==> src/rtl/core/cmp_pkg.sv <==
// Package with shared types, constants and element table of the card message parser.
package cmp_pkg;
  localparam logic [2:0] ROLE_TYPE   = 3'd0;
  localparam logic [2:0] ROLE_BITMAP = 3'd1;
  localparam logic [2:0] ROLE_PREFIX = 3'd2;
  localparam logic [2:0] ROLE_DATA   = 3'd3;
  localparam logic [2:0] ROLE_IGNORE = 3'd4;

  localparam logic [3:0] ST_PENDING  = 4'd0;
  localparam logic [3:0] ST_OK       = 4'd1;
  localparam logic [3:0] ST_TRUNC    = 4'd2;
  localparam logic [3:0] ST_TYPE     = 4'd3;
  localparam logic [3:0] ST_HEX      = 4'd4;
  localparam logic [3:0] ST_UNSUPP   = 4'd5;
  localparam logic [3:0] ST_PREFIX   = 4'd6;
  localparam logic [3:0] ST_LENGTH   = 4'd7;
  localparam logic [3:0] ST_NUMERIC  = 4'd8;
  localparam logic [3:0] ST_OVERFLOW = 4'd9;
  localparam logic [3:0] ST_TRAILING = 4'd10;

  localparam logic [0:0] CFG_CARD_MAX  = 1'b0;
  localparam logic [0:0] CFG_EXTRA_MAX = 1'b1;

  localparam logic [1:0] LAY_FIXED = 2'd0;
  localparam logic [1:0] LAY_LL    = 2'd1;
  localparam logic [1:0] LAY_LLL   = 2'd2;
  localparam logic [1:0] LAY_NONE  = 2'd3;

  localparam int QUEUE_DEPTH = 2;

  typedef struct packed {
    logic [7:0] data_byte;
    logic       last_byte;
  } in_item_t;

  typedef struct packed {
    logic [2:0]  byte_role;
    logic [6:0]  element_number;
    logic [9:0]  field_offset;
    logic [7:0]  byte_out;
    logic        message_end;
    logic [3:0]  status;
    logic [31:0] amount_value;
    logic [6:0]  card_number_length;
    logic [9:0]  extra_data_length;
    logic [63:0] present_map;
  } out_item_t;

  // Classified byte handed from the front to the back.
  typedef struct packed {
    logic [7:0] data_byte;
    logic       last_byte;
    logic       is_dec;
    logic       is_hex;
    logic [3:0] nibble;
  } cls_item_t;

  typedef struct packed {
    logic [1:0] layout;
    logic [3:0] size;
    logic       digits_only;
  } elem_desc_t;

  function automatic elem_desc_t elem_lookup(input logic [6:0] e);
    elem_desc_t d;
    d = '{layout: LAY_NONE, size: 4'd0, digits_only: 1'b0};
    case (e)
      7'd2:  d = '{LAY_LL, 4'd0, 1'b1};
      7'd3:  d = '{LAY_FIXED, 4'd6, 1'b1};
      7'd4:  d = '{LAY_FIXED, 4'd12, 1'b1};
      7'd7:  d = '{LAY_FIXED, 4'd10, 1'b1};
      7'd11: d = '{LAY_FIXED, 4'd6, 1'b1};
      7'd12: d = '{LAY_FIXED, 4'd6, 1'b1};
      7'd13: d = '{LAY_FIXED, 4'd4, 1'b1};
      7'd38: d = '{LAY_FIXED, 4'd6, 1'b0};
      7'd39: d = '{LAY_FIXED, 4'd2, 1'b0};
      7'd41: d = '{LAY_FIXED, 4'd8, 1'b0};
      7'd42: d = '{LAY_FIXED, 4'd15, 1'b0};
      7'd48: d = '{LAY_LLL, 4'd0, 1'b0};
      7'd49: d = '{LAY_FIXED, 4'd3, 1'b1};
      default: d = '{LAY_NONE, 4'd0, 1'b0};
    endcase
    return d;
  endfunction
endpackage

==> src/rtl/core/cmp_if.sv <==
// Valid/ready channel interfaces of the card message parser.
interface cmp_in_if;
  logic               valid;
  logic               ready;
  cmp_pkg::in_item_t  payload;
  modport source(output valid, output payload, input ready);
  modport sink(input valid, input payload, output ready);
endinterface

interface cmp_out_if;
  logic               valid;
  logic               ready;
  cmp_pkg::out_item_t payload;
  modport source(output valid, output payload, input ready);
  modport sink(input valid, input payload, output ready);
endinterface

interface cmp_cfg_if;
  logic       valid;
  logic       ready;
  logic [0:0] index;
  logic [9:0] data;
  modport source(output valid, output index, output data, input ready);
  modport sink(input valid, input index, input data, output ready);
endinterface

==> src/rtl/core/cmp_front.sv <==
// Front end: accepts bytes, classifies them and queues them for the walker.
module cmp_front (
  input  logic                clk_i,
  input  logic                rst_ni,
  cmp_in_if.sink              in_ch,
  output logic                q_valid_o,
  output cmp_pkg::cls_item_t  q_item_o,
  input  logic                q_pop_i
);
  import cmp_pkg::*;

  cls_item_t       mem_q [QUEUE_DEPTH];
  logic            wr_q, wr_d, rd_q, rd_d;
  logic [1:0]      cnt_q, cnt_d;
  cls_item_t       cls;
  logic            push;
  logic [7:0]      c;

  assign c = in_ch.payload.data_byte;
  always_comb begin
    cls.data_byte = c;
    cls.last_byte = in_ch.payload.last_byte;
    cls.is_dec    = (c >= 8'h30) && (c <= 8'h39);
    cls.is_hex    = 1'b1;
    cls.nibble    = 4'd0;
    if (cls.is_dec) begin
      cls.nibble = c[3:0];
    end else if ((c >= 8'h41 && c <= 8'h46) || (c >= 8'h61 && c <= 8'h66)) begin
      cls.nibble = 4'(c[2:0] + 3'd1) + 4'd8;
    end else begin
      cls.is_hex = 1'b0;
    end
  end

  assign in_ch.ready = (cnt_q != 2'(QUEUE_DEPTH));
  assign push = in_ch.valid && in_ch.ready;
  assign q_valid_o = (cnt_q != 2'd0);
  assign q_item_o = mem_q[rd_q];

  always_comb begin
    wr_d = push ? !wr_q : wr_q;
    rd_d = q_pop_i ? !rd_q : rd_q;
    cnt_d = cnt_q + 2'(push) - 2'(q_pop_i);
  end

  always_ff @(posedge clk_i) begin
    if (push) begin
      mem_q[wr_q] <= cls;
    end
  end

  always_ff @(posedge clk_i or negedge rst_ni) begin
    if (!rst_ni) begin
      wr_q <= 1'b0;
      rd_q <= 1'b0;
      cnt_q <= 2'd0;
    end else begin
      wr_q <= wr_d;
      rd_q <= rd_d;
      cnt_q <= cnt_d;
    end
  end
endmodule

==> src/rtl/core/cmp_back.sv <==
// Back end: walks header and elements, one classified byte per cycle while not scanning and the output is free.
module cmp_back (
  input  logic                clk_i,
  input  logic                rst_ni,
  input  logic                q_valid_i,
  input  cmp_pkg::cls_item_t  q_item_i,
  output logic                q_pop_o,
  input  logic [6:0]          card_max_i,
  input  logic [9:0]          extra_max_i,
  cmp_out_if.source           out_ch
);
  import cmp_pkg::*;

  localparam logic [2:0] PH_TYPE   = 3'd0;
  localparam logic [2:0] PH_BITMAP = 3'd1;
  localparam logic [2:0] PH_PREFIX = 3'd2;
  localparam logic [2:0] PH_DATA   = 3'd3;
  localparam logic [2:0] PH_DONE   = 3'd4;
  localparam logic [2:0] PH_SEEK   = 3'd5;
  localparam logic [2:0] PH_HALT   = 3'd6;

  logic [2:0]  phase_q, phase_d;
  logic [4:0]  hidx_q, hidx_d;
  logic [63:0] map_q, map_d;
  logic [6:0]  elem_q, elem_d;
  logic [9:0]  pval_q, pval_d;
  logic [1:0]  pleft_q, pleft_d;
  logic [9:0]  bleft_q, bleft_d;
  logic [9:0]  off_q, off_d;
  logic [31:0] amt_q, amt_d;
  logic [6:0]  clen_q, clen_d;
  logic [9:0]  xlen_q, xlen_d;
  logic [3:0]  err_q, err_d;
  out_item_t   res_q, res_d;
  logic        ov_q, ov_d;
  logic        dfr_q, dfr_d;

  logic        take, seek;
  logic [6:0]  seek_start;
  logic [2:0]  role;
  logic [6:0]  oelem;
  logic [9:0]  ooff;
  logic [3:0]  st;
  logic [13:0] pv_next;
  logic [35:0] amt_next;
  logic [9:0]  limit;
  elem_desc_t  cur_d, seek_d;
  logic        bit_set;
  logic [5:0]  bit_idx;

  // Element walk steps one candidate number per cycle while the queue waits.
  assign take = q_valid_i && (phase_q != PH_SEEK) && (!ov_q || out_ch.ready);
  assign q_pop_o = take;
  assign out_ch.valid = ov_q;
  assign out_ch.payload = res_q;

  assign cur_d = elem_lookup(elem_q);
  assign seek_d = elem_lookup(elem_q);
  assign bit_idx = 6'(7'd64 - elem_q);
  assign bit_set = map_q[bit_idx];
  assign pv_next = 14'(pval_q) * 14'd10 + 14'(q_item_i.data_byte[3:0]);
  assign amt_next = 36'(amt_q) * 36'd10 + 36'(q_item_i.data_byte[3:0]);
  assign limit = (elem_q == 7'd2) ? 10'(card_max_i) : extra_max_i;

  always_comb begin
    phase_d = phase_q; hidx_d = hidx_q; map_d = map_q; elem_d = elem_q;
    pval_d = pval_q; pleft_d = pleft_q; bleft_d = bleft_q; off_d = off_q;
    amt_d = amt_q; clen_d = clen_q; xlen_d = xlen_q; err_d = err_q;
    res_d = res_q; ov_d = ov_q && !out_ch.ready; dfr_d = dfr_q;
    role = ROLE_IGNORE; oelem = 7'd0; ooff = 10'd0; st = ST_PENDING;
    seek = 1'b0; seek_start = 7'd0;

    if (phase_q == PH_SEEK) begin
      // Examine candidate elem_q.
      if (elem_q == 7'd65) begin
        elem_d = 7'd0;
        phase_d = PH_DONE;
      end else if (bit_set) begin
        off_d = 10'd0;
        case (seek_d.layout)
          LAY_FIXED: begin
            bleft_d = 10'(seek_d.size);
            phase_d = PH_DATA;
          end
          LAY_LL: begin
            pleft_d = 2'd2; pval_d = 10'd0; phase_d = PH_PREFIX;
          end
          LAY_LLL: begin
            pleft_d = 2'd3; pval_d = 10'd0; phase_d = PH_PREFIX;
          end
          default: begin
            if (err_q == ST_PENDING) err_d = ST_UNSUPP;
            phase_d = PH_HALT;
          end
        endcase
      end else begin
        elem_d = elem_q + 7'd1;
      end
    end else if (take) begin
      case (phase_q)
        PH_TYPE: begin
          role = ROLE_TYPE; ooff = 10'(hidx_q);
          if (!q_item_i.is_dec) begin
            err_d = ST_TYPE; phase_d = PH_HALT;
          end else begin
            hidx_d = hidx_q + 5'd1;
            if (hidx_q == 5'd3) phase_d = PH_BITMAP;
          end
        end
        PH_BITMAP: begin
          role = ROLE_BITMAP; ooff = 10'(hidx_q);
          if (!q_item_i.is_hex) begin
            err_d = ST_HEX; phase_d = PH_HALT;
          end else begin
            map_d = {map_q[59:0], q_item_i.nibble};
            hidx_d = hidx_q + 5'd1;
            if (hidx_q == 5'd19) begin
              seek = 1'b1; seek_start = 7'd1;
            end
          end
        end
        PH_PREFIX: begin
          role = ROLE_PREFIX; oelem = elem_q; ooff = off_q;
          if (!q_item_i.is_dec) begin
            err_d = ST_PREFIX; phase_d = PH_HALT;
          end else begin
            pval_d = pv_next[9:0];
            off_d = off_q + 10'd1;
            pleft_d = pleft_q - 2'd1;
            if (pleft_q == 2'd1) begin
              if (pv_next > 14'(limit)) begin
                err_d = ST_LENGTH; phase_d = PH_HALT;
              end else begin
                if (elem_q == 7'd2) clen_d = pv_next[6:0];
                else xlen_d = pv_next[9:0];
                bleft_d = pv_next[9:0];
                off_d = 10'd0;
                if (pv_next == 14'd0) begin
                  seek = 1'b1; seek_start = elem_q + 7'd1;
                end else begin
                  phase_d = PH_DATA;
                end
              end
            end
          end
        end
        PH_DATA: begin
          role = ROLE_DATA; oelem = elem_q; ooff = off_q;
          if (cur_d.digits_only && !q_item_i.is_dec) begin
            err_d = ST_NUMERIC; phase_d = PH_HALT;
          end else if (elem_q == 7'd4 && amt_next[35:32] != 4'd0) begin
            err_d = ST_OVERFLOW; phase_d = PH_HALT;
          end else begin
            if (elem_q == 7'd4) amt_d = amt_next[31:0];
            off_d = off_q + 10'd1;
            bleft_d = bleft_q - 10'd1;
            if (bleft_q == 10'd1) begin
              seek = 1'b1; seek_start = elem_q + 7'd1;
            end
          end
        end
        PH_DONE: begin
          if (err_q == ST_PENDING) err_d = ST_TRAILING;
          phase_d = PH_HALT;
        end
        default: begin
        end
      endcase
      if (seek) begin
        elem_d = seek_start;
        phase_d = PH_SEEK;
      end
      // A last byte that ends on a seek resolves the walk before status.
      if (q_item_i.last_byte) begin
        if (err_d != ST_PENDING) st = err_d;
        else if (phase_d == PH_DONE) st = ST_OK;
        else if (seek && !(|(map_d << (seek_start - 7'd1)) ) ) st = ST_OK;
        else if (seek) st = ST_PENDING;
        else st = ST_TRUNC;
      end else begin
        st = err_d;
      end
      res_d.byte_role = role; res_d.element_number = oelem;
      res_d.field_offset = ooff; res_d.byte_out = q_item_i.data_byte;
      res_d.message_end = q_item_i.last_byte; res_d.status = st;
      res_d.amount_value = amt_d; res_d.card_number_length = clen_d;
      res_d.extra_data_length = xlen_d; res_d.present_map = map_d;
      ov_d = 1'b1;
      if (seek && st == ST_PENDING) begin
        // The scan may still hit an unsupported element, so the result waits for it.
        ov_d = 1'b0;
        dfr_d = 1'b1;
      end else if (q_item_i.last_byte) begin
        phase_d = PH_TYPE; hidx_d = 5'd0; map_d = 64'd0; elem_d = 7'd0;
        pval_d = 10'd0; pleft_d = 2'd0; bleft_d = 10'd0; off_d = 10'd0;
        amt_d = 32'd0; clen_d = 7'd0; xlen_d = 10'd0; err_d = ST_PENDING;
      end
    end
    if (phase_q == PH_SEEK && dfr_q && phase_d != PH_SEEK) begin
      // Held status: the walk has now either found an element or ended.
      if (err_d != ST_PENDING) res_d.status = err_d;
      else if (!res_q.message_end) res_d.status = ST_PENDING;
      else if (phase_d == PH_DONE) res_d.status = ST_OK;
      else res_d.status = ST_TRUNC;
      ov_d = 1'b1;
      dfr_d = 1'b0;
      if (res_q.message_end) begin
        phase_d = PH_TYPE; hidx_d = 5'd0; map_d = 64'd0; elem_d = 7'd0;
        pval_d = 10'd0; pleft_d = 2'd0; bleft_d = 10'd0; off_d = 10'd0;
        amt_d = 32'd0; clen_d = 7'd0; xlen_d = 10'd0; err_d = ST_PENDING;
      end
    end
  end

  always_ff @(posedge clk_i) begin
    res_q <= res_d;
  end

  always_ff @(posedge clk_i or negedge rst_ni) begin
    if (!rst_ni) begin
      phase_q <= PH_TYPE; hidx_q <= 5'd0; map_q <= 64'd0; elem_q <= 7'd0;
      pval_q <= 10'd0; pleft_q <= 2'd0; bleft_q <= 10'd0; off_q <= 10'd0;
      amt_q <= 32'd0; clen_q <= 7'd0; xlen_q <= 10'd0; err_q <= ST_PENDING;
      ov_q <= 1'b0; dfr_q <= 1'b0;
    end else begin
      phase_q <= phase_d; hidx_q <= hidx_d; map_q <= map_d; elem_q <= elem_d;
      pval_q <= pval_d; pleft_q <= pleft_d; bleft_q <= bleft_d; off_q <= off_d;
      amt_q <= amt_d; clen_q <= clen_d; xlen_q <= xlen_d; err_q <= err_d;
      ov_q <= ov_d; dfr_q <= dfr_d;
    end
  end
endmodule

==> src/rtl/core/card_message_parser_core.sv <==
// Top level of the card message parser.
// Bytes enter through a two-entry queue and leave through one output register.
// After the byte that ends the bitmap or an element, the walker scans the
// bitmap one element number per cycle to the next present element or to the
// end of the map. The result of the byte that starts a scan is held until the
// scan ends, unless it is the last byte and no present element follows. The
// queue keeps accepting bytes during that scan until it is full.
module card_message_parser_core (
  input  logic      clk_i,
  input  logic      rst_ni,
  cmp_in_if.sink    in_ch,
  cmp_out_if.source out_ch,
  cmp_cfg_if.sink   cfg_ch
);
  import cmp_pkg::*;

  logic [6:0] card_max_q;
  logic [9:0] extra_max_q;
  logic       q_valid, q_pop;
  cls_item_t  q_item;

  assign cfg_ch.ready = 1'b1;

  always_ff @(posedge clk_i or negedge rst_ni) begin
    if (!rst_ni) begin
      card_max_q <= 7'd19;
      extra_max_q <= 10'd999;
    end else if (cfg_ch.valid) begin
      case (cfg_ch.index)
        CFG_CARD_MAX:  card_max_q <= cfg_ch.data[6:0];
        CFG_EXTRA_MAX: extra_max_q <= cfg_ch.data;
        default: begin
        end
      endcase
    end
  end

  cmp_front u_front (
    .clk_i(clk_i), .rst_ni(rst_ni), .in_ch(in_ch),
    .q_valid_o(q_valid), .q_item_o(q_item), .q_pop_i(q_pop)
  );

  cmp_back u_back (
    .clk_i(clk_i), .rst_ni(rst_ni), .q_valid_i(q_valid), .q_item_i(q_item),
    .q_pop_o(q_pop), .card_max_i(card_max_q), .extra_max_i(extra_max_q),
    .out_ch(out_ch)
  );
endmodule

==> src/flat_wrapper.sv <==
// flat-port wrapper written by rule: the top's interface ports become plain ports
module card_message_parser_core_flat import cmp_pkg::*;
  (clk_i, rst_ni, in_ch_valid, in_ch_payload, in_ch_ready, out_ch_valid, out_ch_payload, out_ch_ready, cfg_ch_valid, cfg_ch_index, cfg_ch_data, cfg_ch_ready);
  cmp_in_if in_ch_i ();
  cmp_out_if out_ch_i ();
  cmp_cfg_if cfg_ch_i ();
  input  logic clk_i;
  input  logic rst_ni;
  input wire logic [$bits(in_ch_i.valid)-1:0] in_ch_valid;
  input wire logic [$bits(in_ch_i.payload)-1:0] in_ch_payload;
  output wire logic [$bits(in_ch_i.ready)-1:0] in_ch_ready;
  output wire logic [$bits(out_ch_i.valid)-1:0] out_ch_valid;
  output wire logic [$bits(out_ch_i.payload)-1:0] out_ch_payload;
  input wire logic [$bits(out_ch_i.ready)-1:0] out_ch_ready;
  input wire logic [$bits(cfg_ch_i.valid)-1:0] cfg_ch_valid;
  input wire logic [$bits(cfg_ch_i.index)-1:0] cfg_ch_index;
  input wire logic [$bits(cfg_ch_i.data)-1:0] cfg_ch_data;
  output wire logic [$bits(cfg_ch_i.ready)-1:0] cfg_ch_ready;
  assign in_ch_i.valid = in_ch_valid;
  assign in_ch_i.payload = in_ch_payload;
  assign in_ch_ready = in_ch_i.ready;
  assign out_ch_valid = out_ch_i.valid;
  assign out_ch_payload = out_ch_i.payload;
  assign out_ch_i.ready = out_ch_ready;
  assign cfg_ch_i.valid = cfg_ch_valid;
  assign cfg_ch_i.index = cfg_ch_index;
  assign cfg_ch_i.data = cfg_ch_data;
  assign cfg_ch_ready = cfg_ch_i.ready;
  card_message_parser_core u_core (.clk_i(clk_i), .rst_ni(rst_ni), .in_ch(in_ch_i), .out_ch(out_ch_i), .cfg_ch(cfg_ch_i));
endmodule
==> config.mk <==
export PLATFORM = sky130hd
export DESIGN_NAME = card_message_parser_core_flat
export DESIGN_NICKNAME = d
export VERILOG_FILES = /design/src/rtl/core/cmp_pkg.sv /design/src/rtl/core/cmp_if.sv /design/src/rtl/core/cmp_front.sv /design/src/rtl/core/cmp_back.sv /design/src/rtl/core/card_message_parser_core.sv /design/src/flat_wrapper.sv
export SDC_FILE = /design/constraint.sdc
export NUM_CORES = 1
export LEC_CHECK = 0
export ABC_AREA = 1
export BUFFER_PORTS_ARGS = -buffer_cell sky130_fd_sc_hd__buf_2
export CORE_MARGIN = 2
export CORE_UTILIZATION = 30
export DETAILED_ROUTE_END_ITERATION = 7
export HOLD_SLACK_MARGIN = 0.03
export PLACE_DENSITY = 0.57
export SLEW_MARGIN = 40
export SYNTH_ARGS = -nofsm -noshare
export SYNTH_HDL_FRONTEND = slang
export SYNTH_SLANG_ARGS = --single-unit
==> constraint.sdc <==
create_clock -name clk_i -period 19.8 [get_ports clk_i]
set_input_delay 0.99 -clock clk_i [delete_from_list [all_inputs] [get_ports clk_i]]
set_output_delay 0.99 -clock clk_i [all_outputs]
set_load 0.05 [all_outputs]
==> impl_results.md, run 1 <==
- # Post-CTS Setup Buffers: 0
- Portion of total power attributed to the clock network: 16.6%
- Post-synthesis cell type count: 65
- Portion of the post-synthesis area used by sequential elements: 33.9%
- Initial core utilization: 30.4%
- Fraction of the cycle the final worst path needs: 56.9%
- CTS Hold Buffers Added: 0
- Count of vias placed by the detailed router: 29200
- Via count of the first global-routing pass: 26600
- Element type at the critical path end: register
- Portion of total power attributed to combinational logic: 58.3%
- Most frequently used flop master after synthesis: sky130_fd_sc_hd__edfxtp_1
- Total net switching power: 2.87 mW
- Antenna violations before repair: 7
- Clock-pin transition on the worst setup and hold timing paths: 0.06 ns
- Power density over the cells: 160 nW/µm²
- Average size of a mapped cell: 6.93 µm²
- WP data arrival: 11.73 ns
- Delay of the slowest cell on the worst path: 0.73 ns
- GPL Wtd Cong: 0.916
- Max-Slew Margin vs Limit: 40.7%
- Worst setup skew after layout: 0.0265 ns
- Synthesis-to-layout area growth: 11.1%
- Req. time, crit path: 20.26 ns
- Crit path top cell by count: sky130_fd_sc_hd__nand2_1
- Number of remaining DRC errors: 0
- Hold Violations, Final: 0
- Slowest library cell on the worst path: sky130_fd_sc_hd__buf_4
- Count of yosys warnings during synthesis: 0
- Highest ir drop seen on vdd: 0.0994 mV
- Share of async-settable or async-resettable flops after synthesis: 51.5%
- I/O pin total: 174
- Internal power of the cells: 2.35 mW
- Leftover overflow at the end of global routing: 0
- Min-delay worst type: in2async
- Static power due to leakage: 15.8 nW
- Die Y: 317 µm
- Number of nets in the synthesized netlist: 4385
- Remaining antenna violation count: 0
- Number of endpoints failing setup at the final stage: 0
- Setup TNS Final: 0 ns
- Sequential group share of total power: 25.1%
- Min Clock Period, post-route: 11.27 ns
- Share of layout cells above drive strength 1: 10.8%
- Power after layout: 5.22 mW
- Final-stage net count: 4413
- Maximum operating frequency: 88.7 MHz
- CTS buffer count: 46
- DRT Wirelength: 102 mm
- EDFF count, synth: 176
- TritonCTS clock tree: done
- H-tree depth reported by CTS: 2
- Standard-cell rows: 114
- Crit path max fanout: 74
- Seq cells post-synth: 363
- CTS max path bufs: 3
- Placed wire-length estimate after detailed placement: 71.9 mm
- First-pass GRT wire length: 157 mm
- Number of slew-limit violations in the final report: 0
- Global routing usage summed across all routing layers: 19.8%
- Router iterations before antenna repair: 7
- Die Wd: 317 µm
- Startpoint of the worst-slack reg-to-reg timing path: u_core.u_front.rd_q
- I/O Buffers: 172
- Cell area after synthesis: 29400 µm²
- CTS resizes: 0
- Kind of critical path: reg2reg
- Die area: 101000 µm²
- Maximum number of pins on one net before global-route repair: 116
- Cell at the root of the clock tree: sky130_fd_sc_hd__clkbuf_16
- Number of sinks handled by clock tree synthesis: 363
- Clock latency on the worst-skew pair: 0.63 ns
- Post-DR wirelength/cell: 18.3 µm
- Status: finished, final reports clean
- Kind of launch point of the worst setup path: register
- Post-Syn Instances: 4242
- Core area: 96900 µm²
- Per-cell via count in the routed design: 5.23
- Count of maximum capacitance violations: 0
- Critical Path Source: u_core.u_front.rd_q
- RSZ-0062 raised after global routing: false
- DR iter-0 viols: 2626
- Actual slew at the worst max-slew pin: 0.881 ns
- Switching Fraction: 54.9%
[critical path, delay by kind of cell, from the launching register on]
kind,cells,cell delay [ns]
adder cells (fa/ha/maj),4,1.33
buffers and inverters,9,3.66
flip-flops,1,0.69
AND/OR/NAND/NOR,34,4.84
AO/OA/AOI/OAI,2,0.43
[cells in the mapped netlist, types with 8 or more instances]
master                     instances  area share [%]
sky130_fd_sc_hd__a211oi_1          9            0.23
sky130_fd_sc_hd__a21boi_0         12            0.31
sky130_fd_sc_hd__a21boi_1         11            0.28
sky130_fd_sc_hd__a21oi_1         143             2.4
sky130_fd_sc_hd__a21oi_2          97             2.9
sky130_fd_sc_hd__a22oi_1          87             2.2
sky130_fd_sc_hd__a31oi_1          18            0.38
sky130_fd_sc_hd__buf_1            19            0.24
sky130_fd_sc_hd__buf_12            8            0.54
sky130_fd_sc_hd__buf_2            53            0.90
sky130_fd_sc_hd__buf_4            12            0.31
sky130_fd_sc_hd__clkbuf_1        139             1.8
sky130_fd_sc_hd__dfrtp_1         176              15
sky130_fd_sc_hd__dfstp_2          11            0.98
sky130_fd_sc_hd__edfxtp_1        176              18
sky130_fd_sc_hd__ha_1            114             4.9
sky130_fd_sc_hd__inv_1           482             6.2
sky130_fd_sc_hd__inv_2            11            0.14
sky130_fd_sc_hd__nand2_1        1119              14
sky130_fd_sc_hd__nand2_2           8            0.17
sky130_fd_sc_hd__nand3_1         642              11
sky130_fd_sc_hd__nand3b_1         13            0.33
sky130_fd_sc_hd__nand4_1          46            0.98
sky130_fd_sc_hd__nor2_1          298             3.8
sky130_fd_sc_hd__nor3_1           32            0.54
sky130_fd_sc_hd__o211ai_1         15            0.38
sky130_fd_sc_hd__o21a_1           14            0.36
sky130_fd_sc_hd__o21ai_0         286             4.9
sky130_fd_sc_hd__o221ai_1         16            0.48
sky130_fd_sc_hd__o22ai_1           9            0.19
sky130_fd_sc_hd__xor2_1           47             1.4
[flip-flops by register name (all words and copies together), names as in the netlist]
register,cells
u_core.u_back.out_ch.payload,146
u_core.u_back.map_q,64
u_core.u_back.amt_q,32
u_core.u_front.mem_q,30
u_core.extra_max_q,10
u_core.u_back.bleft_q,10
u_core.u_back.off_q,10
u_core.u_back.pval_q,10
u_core.u_back.xlen_q,10
u_core.card_max_q,7
u_core.u_back.clen_q,7
u_core.u_back.elem_q,7
u_core.u_back.hidx_q,5
u_core.u_back.err_q,4
u_core.u_back.phase_q,3
u_core.u_back.pleft_q,2
u_core.u_front.cnt_q,2
u_core.u_back.dfr_q,1
u_core.u_back.out_ch.valid,1
u_core.u_front.rd_q,1
u_core.u_front.wr_q,1
[power groups by stage]
stage	registers (mW)	logic, mW	clock network (mW)
3_3_place_gp	1.32	3.00	0
2_1_floorplan	1.82	1.65	0
4_1_cts	1.31	3.03	0.893
3_5_place_dp	1.32	3.02	0
6_report	1.31	3.04	0.866
5_1_grt	1.34	3.32	0.917
[final timing paths]
path,slack (ns),cells after the start,end
max in group asynchronous,17.75,3,u_core.u_back.elem_q[0]
min reg2reg,0.48,2,u_core.card_max_q[5]
max reg2reg,8.53,49,u_core.u_back.amt_q[29]
min in group clk_i,0.48,2,u_core.card_max_q[5]
max,8.53,49,u_core.u_back.amt_q[29]
min,0.38,1,u_core.u_back.pval_q[6]
[cell type report]
type,count,area (µm²)
Inverter,496,1870
Clock inverter,28,298
Antenna cell,1,2.50
Sequential cell,363,9980
Tap cell,1276,1600
Multi-Input combinational cell,3142,16400
Timing Repair Buffer,221,1270
Fill cell,10400,64200
Clock buffer,58,1220
[routing by layer]
metal	global-route usage (%)	part of all wire [%]	wire, µm	up-vias
met5	0	0.035	36	-
met4	5.05	2.4	2420	6
met3	2.86	6.4	6490	143
met2	31.5	45	46000	943
met1	28.0	46	47100	13900
li1	-	-	-	14300
[stage by stage]
step                hold WS [ns]  instance area [µm²]  utilization (%)  cells  worst slack [ns]
global placement           0.466                31100             32.1   5498              8.82
CTS                        0.390                32700             33.7   5584              8.62
floorplan                  0.452                29400                -   4242             12.22
finish                     0.384                32700             33.7   5585              8.53
global route               0.422                32700             33.7   5584              7.51
detailed placement         0.473                31100             32.2   5498              8.64
[logic make-up (layout without fill, tap and decap cells)]
group                      Yosys count  after routing  share of synthesized area, %
AOI/OAI and AO/OA                  761            761                          16.2
xor gates and xnor gates            55             55                          1.69
adders and majority gates          118            118                          5.12
buffers and inverters              737            803                          10.5
DFF                                363            363                          33.9
muxes                               10             10                         0.353
other                                1              2                        0.0128
and+or+nand+nor                   2197           2197                          32.1
[cells in the final DEF, fill, tap and decap left out, types with 31 or more instances in the layout]
master,netlist,layout
sky130_fd_sc_hd__buf_4,12,43
sky130_fd_sc_hd__ha_1,114,113
sky130_fd_sc_hd__a21oi_1,143,143
sky130_fd_sc_hd__dfrtp_1,176,175
sky130_fd_sc_hd__buf_2,53,171
sky130_fd_sc_hd__xor2_1,47,45
sky130_fd_sc_hd__o21ai_0,286,278
sky130_fd_sc_hd__nor3_1,32,31
sky130_fd_sc_hd__nor2_1,298,293
sky130_fd_sc_hd__clkbuf_16,0,47
sky130_fd_sc_hd__nand4_1,46,46
sky130_fd_sc_hd__nand2_1,1119,1116
sky130_fd_sc_hd__nand3_1,642,642
sky130_fd_sc_hd__edfxtp_1,176,176
sky130_fd_sc_hd__a22oi_1,87,87
sky130_fd_sc_hd__a21oi_2,97,97
sky130_fd_sc_hd__inv_1,482,480
(Power assumes the default switching activity.)
==> run 2, diff against run 1 <==
--- a/config.mk
+++ b/config.mk
@@ -5,13 +5,13 @@
 export SDC_FILE = /design/constraint.sdc
 export NUM_CORES = 1
 export LEC_CHECK = 0
-export ABC_AREA = 1
+export ABC_AREA = 0
 export BUFFER_PORTS_ARGS = -buffer_cell sky130_fd_sc_hd__buf_2
 export CORE_MARGIN = 2
 export CORE_UTILIZATION = 30
 export DETAILED_ROUTE_END_ITERATION = 7
 export HOLD_SLACK_MARGIN = 0.03
-export PLACE_DENSITY = 0.57
+export PLACE_DENSITY = 0.59
 export SLEW_MARGIN = 40
 export SYNTH_ARGS = -nofsm -noshare
 export SYNTH_HDL_FRONTEND = slang
==> constraint.sdc (replaced) <==
create_clock -name clk_i -period 9.55 [get_ports clk_i]
set_input_delay 0.4775 -clock clk_i [delete_from_list [all_inputs] [get_ports clk_i]]
set_output_delay 0.4775 -clock clk_i [all_outputs]
set_load 0.05 [all_outputs]
==> impl_results.md, run 2 <==
- Status: finished, final reports clean
- # Post-CTS Setup Buffers: 0
- Critical Path Source: u_core.u_back.pval_q[1]
- Delay of the slowest cell on the worst path: 0.56 ns
- Leftover overflow at the end of global routing: 0
- CTS buffer count: 42
- H-tree depth reported by CTS: 2
- Router iterations before antenna repair: 5
- DRT Wirelength: 85.3 mm
- Number of slew-limit violations in the final report: 0
- Slowest library cell on the worst path: sky130_fd_sc_hd__a211o_4
- Leading cell type in the layout, fill and taps excluded: sky130_fd_sc_hd__nand2_1
- First-pass GRT wire length: 131 mm
- Kind of critical path: reg2reg
- Clock latency on the worst-skew pair: 0.62 ns
- R2R Path End: u_core.u_back.out_ch.payload[114]
- Max FFs per register: 146
- Fraction of the cycle the final worst path needs: 94.8%
- Worst R2R Path Depth: 36
- Post-DR wirelength/cell: 20.6 µm
- Number of endpoints failing setup at the final stage: 0
- Final hold slack: 0.0623 ns
- Global routing usage summed across all routing layers: 18.9%
- Cell area after synthesis: 25500 µm²
- Per-cell via count in the routed design: 5.59
- I/O pin total: 174
- Final-stage net count: 3118
- TritonCTS clock tree: done
- Highest ir drop seen on vdd: 0.154 mV
- Count of vias placed by the detailed router: 23200
- Min Clock Period, post-route: 9.05 ns
- Post-Place Cells: 4063
- Die area: 87300 µm²
- Crit path max fanout: 34
- Element type at the critical path end: register
- Power density over the cells: 285 nW/µm²
- Setup TNS Final: 0 ns
- Startpoint of the worst-slack reg-to-reg timing path: u_core.u_back.pval_q[1]
- Kind of launch point of the worst setup path: register
- Number of remaining DRC errors: 0
- Cell at the root of the clock tree: sky130_fd_sc_hd__clkbuf_16
- Post-Syn Instances: 2884
- RSZ-0062 raised after global routing: false
- WP data arrival: 9.35 ns
- Hold Violations, Final: 0
- Maximum number of pins on one net before global-route repair: 87
- Share of async-settable or async-resettable flops after synthesis: 51.5%
- Top area cells in the synthesized netlist: sky130_fd_sc_hd__edfxtp_1 (21%), sky130_fd_sc_hd__dfrtp_1 (17%), sky130_fd_sc_hd__ha_1 (5.6%), sky130_fd_sc_hd__nand2_1 (5.5%), sky130_fd_sc_hd__a21oi_1 (5.3%)
- Clock-pin transition on the worst setup and hold timing paths: 0.07 ns
- DR iter-0 viols: 2160
- Cell with the most instances after synthesis: sky130_fd_sc_hd__nand2_1
- Biggest area consumer among synthesized cells: sky130_fd_sc_hd__edfxtp_1
- Req. time, crit path: 9.84 ns
- Share of the synthesized area in the top cell type: 20.7%
- Static power due to leakage: 12.4 nW
- Standard-cell rows: 106
- Average size of a mapped cell: 8.83 µm²
- GPL Wtd Cong: 0.938
- Placed wire-length estimate after detailed placement: 60.8 mm
- Initial core utilization: 30.4%
- Synthesis-to-layout area growth: 14.0%
- Reg2Reg Setup Slack: 0.50 ns
- Core area: 83800 µm²
- Max-Slew Margin vs Limit: 41.3%
- EDFF count, synth: 176
- Commonest cells in the netlist: sky130_fd_sc_hd__nand2_1 (371), sky130_fd_sc_hd__nor2_1 (279), sky130_fd_sc_hd__a21oi_1 (271), sky130_fd_sc_hd__dfrtp_1 (176), sky130_fd_sc_hd__edfxtp_1 (176)
- Commonest cells after routing, fill and taps aside: sky130_fd_sc_hd__nand2_1 (370), sky130_fd_sc_hd__nor2_1 (278), sky130_fd_sc_hd__a21oi_1 (268)
- Remaining antenna violation count: 0
- Hold Startpoint: in_ch_payload[0]
- Filler Cell Count: 8674
- Maximum operating frequency: 110 MHz
- Antenna violations before repair: 8
- Count of yosys warnings during synthesis: 0
- Seq cells post-synth: 363
- Count of maximum capacitance violations: 0
- Number of non-filler instances in the completed layout: 4146
- Via count of the first global-routing pass: 21500
- Actual slew at the worst max-slew pin: 0.880 ns
- Post-synthesis cell type count: 105
- Min-delay worst type: in2reg
- Worst setup skew after layout: 0.0457 ns
- Number of sinks handled by clock tree synthesis: 363
- Most frequently used flop master after synthesis: sky130_fd_sc_hd__edfxtp_1
- Die Wd: 295 µm
- End point of the critical path: u_core.u_back.out_ch.payload[114]
- Share of layout cells above drive strength 1: 14.9%
- I/O Buffers: 172
- Die Y: 295 µm
- Number of nets in the synthesized netlist: 3027
- Portion of the post-synthesis area used by sequential elements: 39.2%
- CTS max path bufs: 3
run 2: cell count changes after synthesis, sizes merged, moves of 33 or more:
cell and change:
a21oi +33, o21ai -162, xnor2 +34, mux2 +47, nand2 -755, buf -34
inv -414, nor3 +61, a22oi -43, mux2i +63, nand3 -482
run 2: logic make-up (layout without fill, tap and decap cells):
family | Yosys count | after routing | synth area share, %
AND/OR/NAND/NOR | 1130 | 1131 | 20.6
AO/OA/AOI/OAI | 782 | 782 | 20.0
flip-flops | 363 | 363 | 39.2
buffers and inverters | 269 | 393 | 4.40
multiplexers | 147 | 147 | 7.38
adder cells (fa/ha/maj) | 118 | 118 | 5.91
XOR/XNOR | 74 | 74 | 2.54
other | 1 | 4 | 0.0147
run 2: area by class of cell:
| class | count | area [µm²] | share of cell area (%) |
|---|---|---|---|
| multi-input combinational | 2253 | 14500 | 50.1 |
| inverter | 80 | 307 | 1.06 |
| sequential | 363 | 9980 | 34.4 |
| tap | 1134 | 1420 | 4.89 |
| clock buffer | 54 | 1120 | 3.84 |
| antenna | 3 | 7.51 | 0.0259 |
| timing repair buffer | 235 | 1410 | 4.86 |
| clock inverter | 24 | 259 | 0.892 |
run 2: repair_timing:
action | CTS | global route
hold buffers | 1 | 0
hold endpoints to repair | 59 | 0
resized for setup | 0 | 7
setup endpoints to repair | 0 | 161
run 2: where the power goes:
part	total, mW	internal (mW)	switching, mW
Sequential	2.37	2.13	0.238
Clock	1.62	0.900	0.723
Combinational	4.28	1.13	3.15
run 2: how the worst min path moves through the flow:
stage                                  to  depth (start not counted)  slack (ns)
3_3_place_gp          u_core.u_front.wr_q                          1        0.48
3_5_place_dp          u_core.u_front.wr_q                          1        0.49
6_report       u_core.u_front.mem_q[0][6]                          1        0.06
5_1_grt        u_core.u_front.mem_q[0][6]                          1        0.05
2_1_floorplan        u_core.card_max_q[2]                          0        0.18
4_1_cts        u_core.u_front.mem_q[0][6]                          1        0.04
run 2: per-stage QoR:
step | util (%) | area [µm²] | power (mW) | worst slack [ns]
after global routing | 34.6 | 29000 | 8.71 | 0.00692
final | 34.6 | 29000 | 8.27 | 0.497
after global placement | 32.9 | 27500 | 6.59 | 0.294
after CTS | 34.6 | 29000 | 8.26 | 0.184
after detailed placement | 32.9 | 27600 | 6.61 | 0.235
after floorplan | - | 25500 | 5.34 | 0.699
run 2: metal layers:
layer  track usage, %  share of wire [%]  wire, µm  up-vias
met1             26.2                 44     37500    11400
li1                 -                  -         -    10900
met4             4.75                2.3      1940       10
met2             30.8                 47     40000      790
met3             2.93                6.7      5750      115
met5                0              0.073        62        -
run 2: critical path: cells and delay by family (launching register included):
kind            cells  cell delay, ns
buf+inv             5            0.58
mux                 1            0.24
flops               1            0.44
simple gates       12            2.49
compound gates     13            3.26
fa+ha+maj           5            1.69
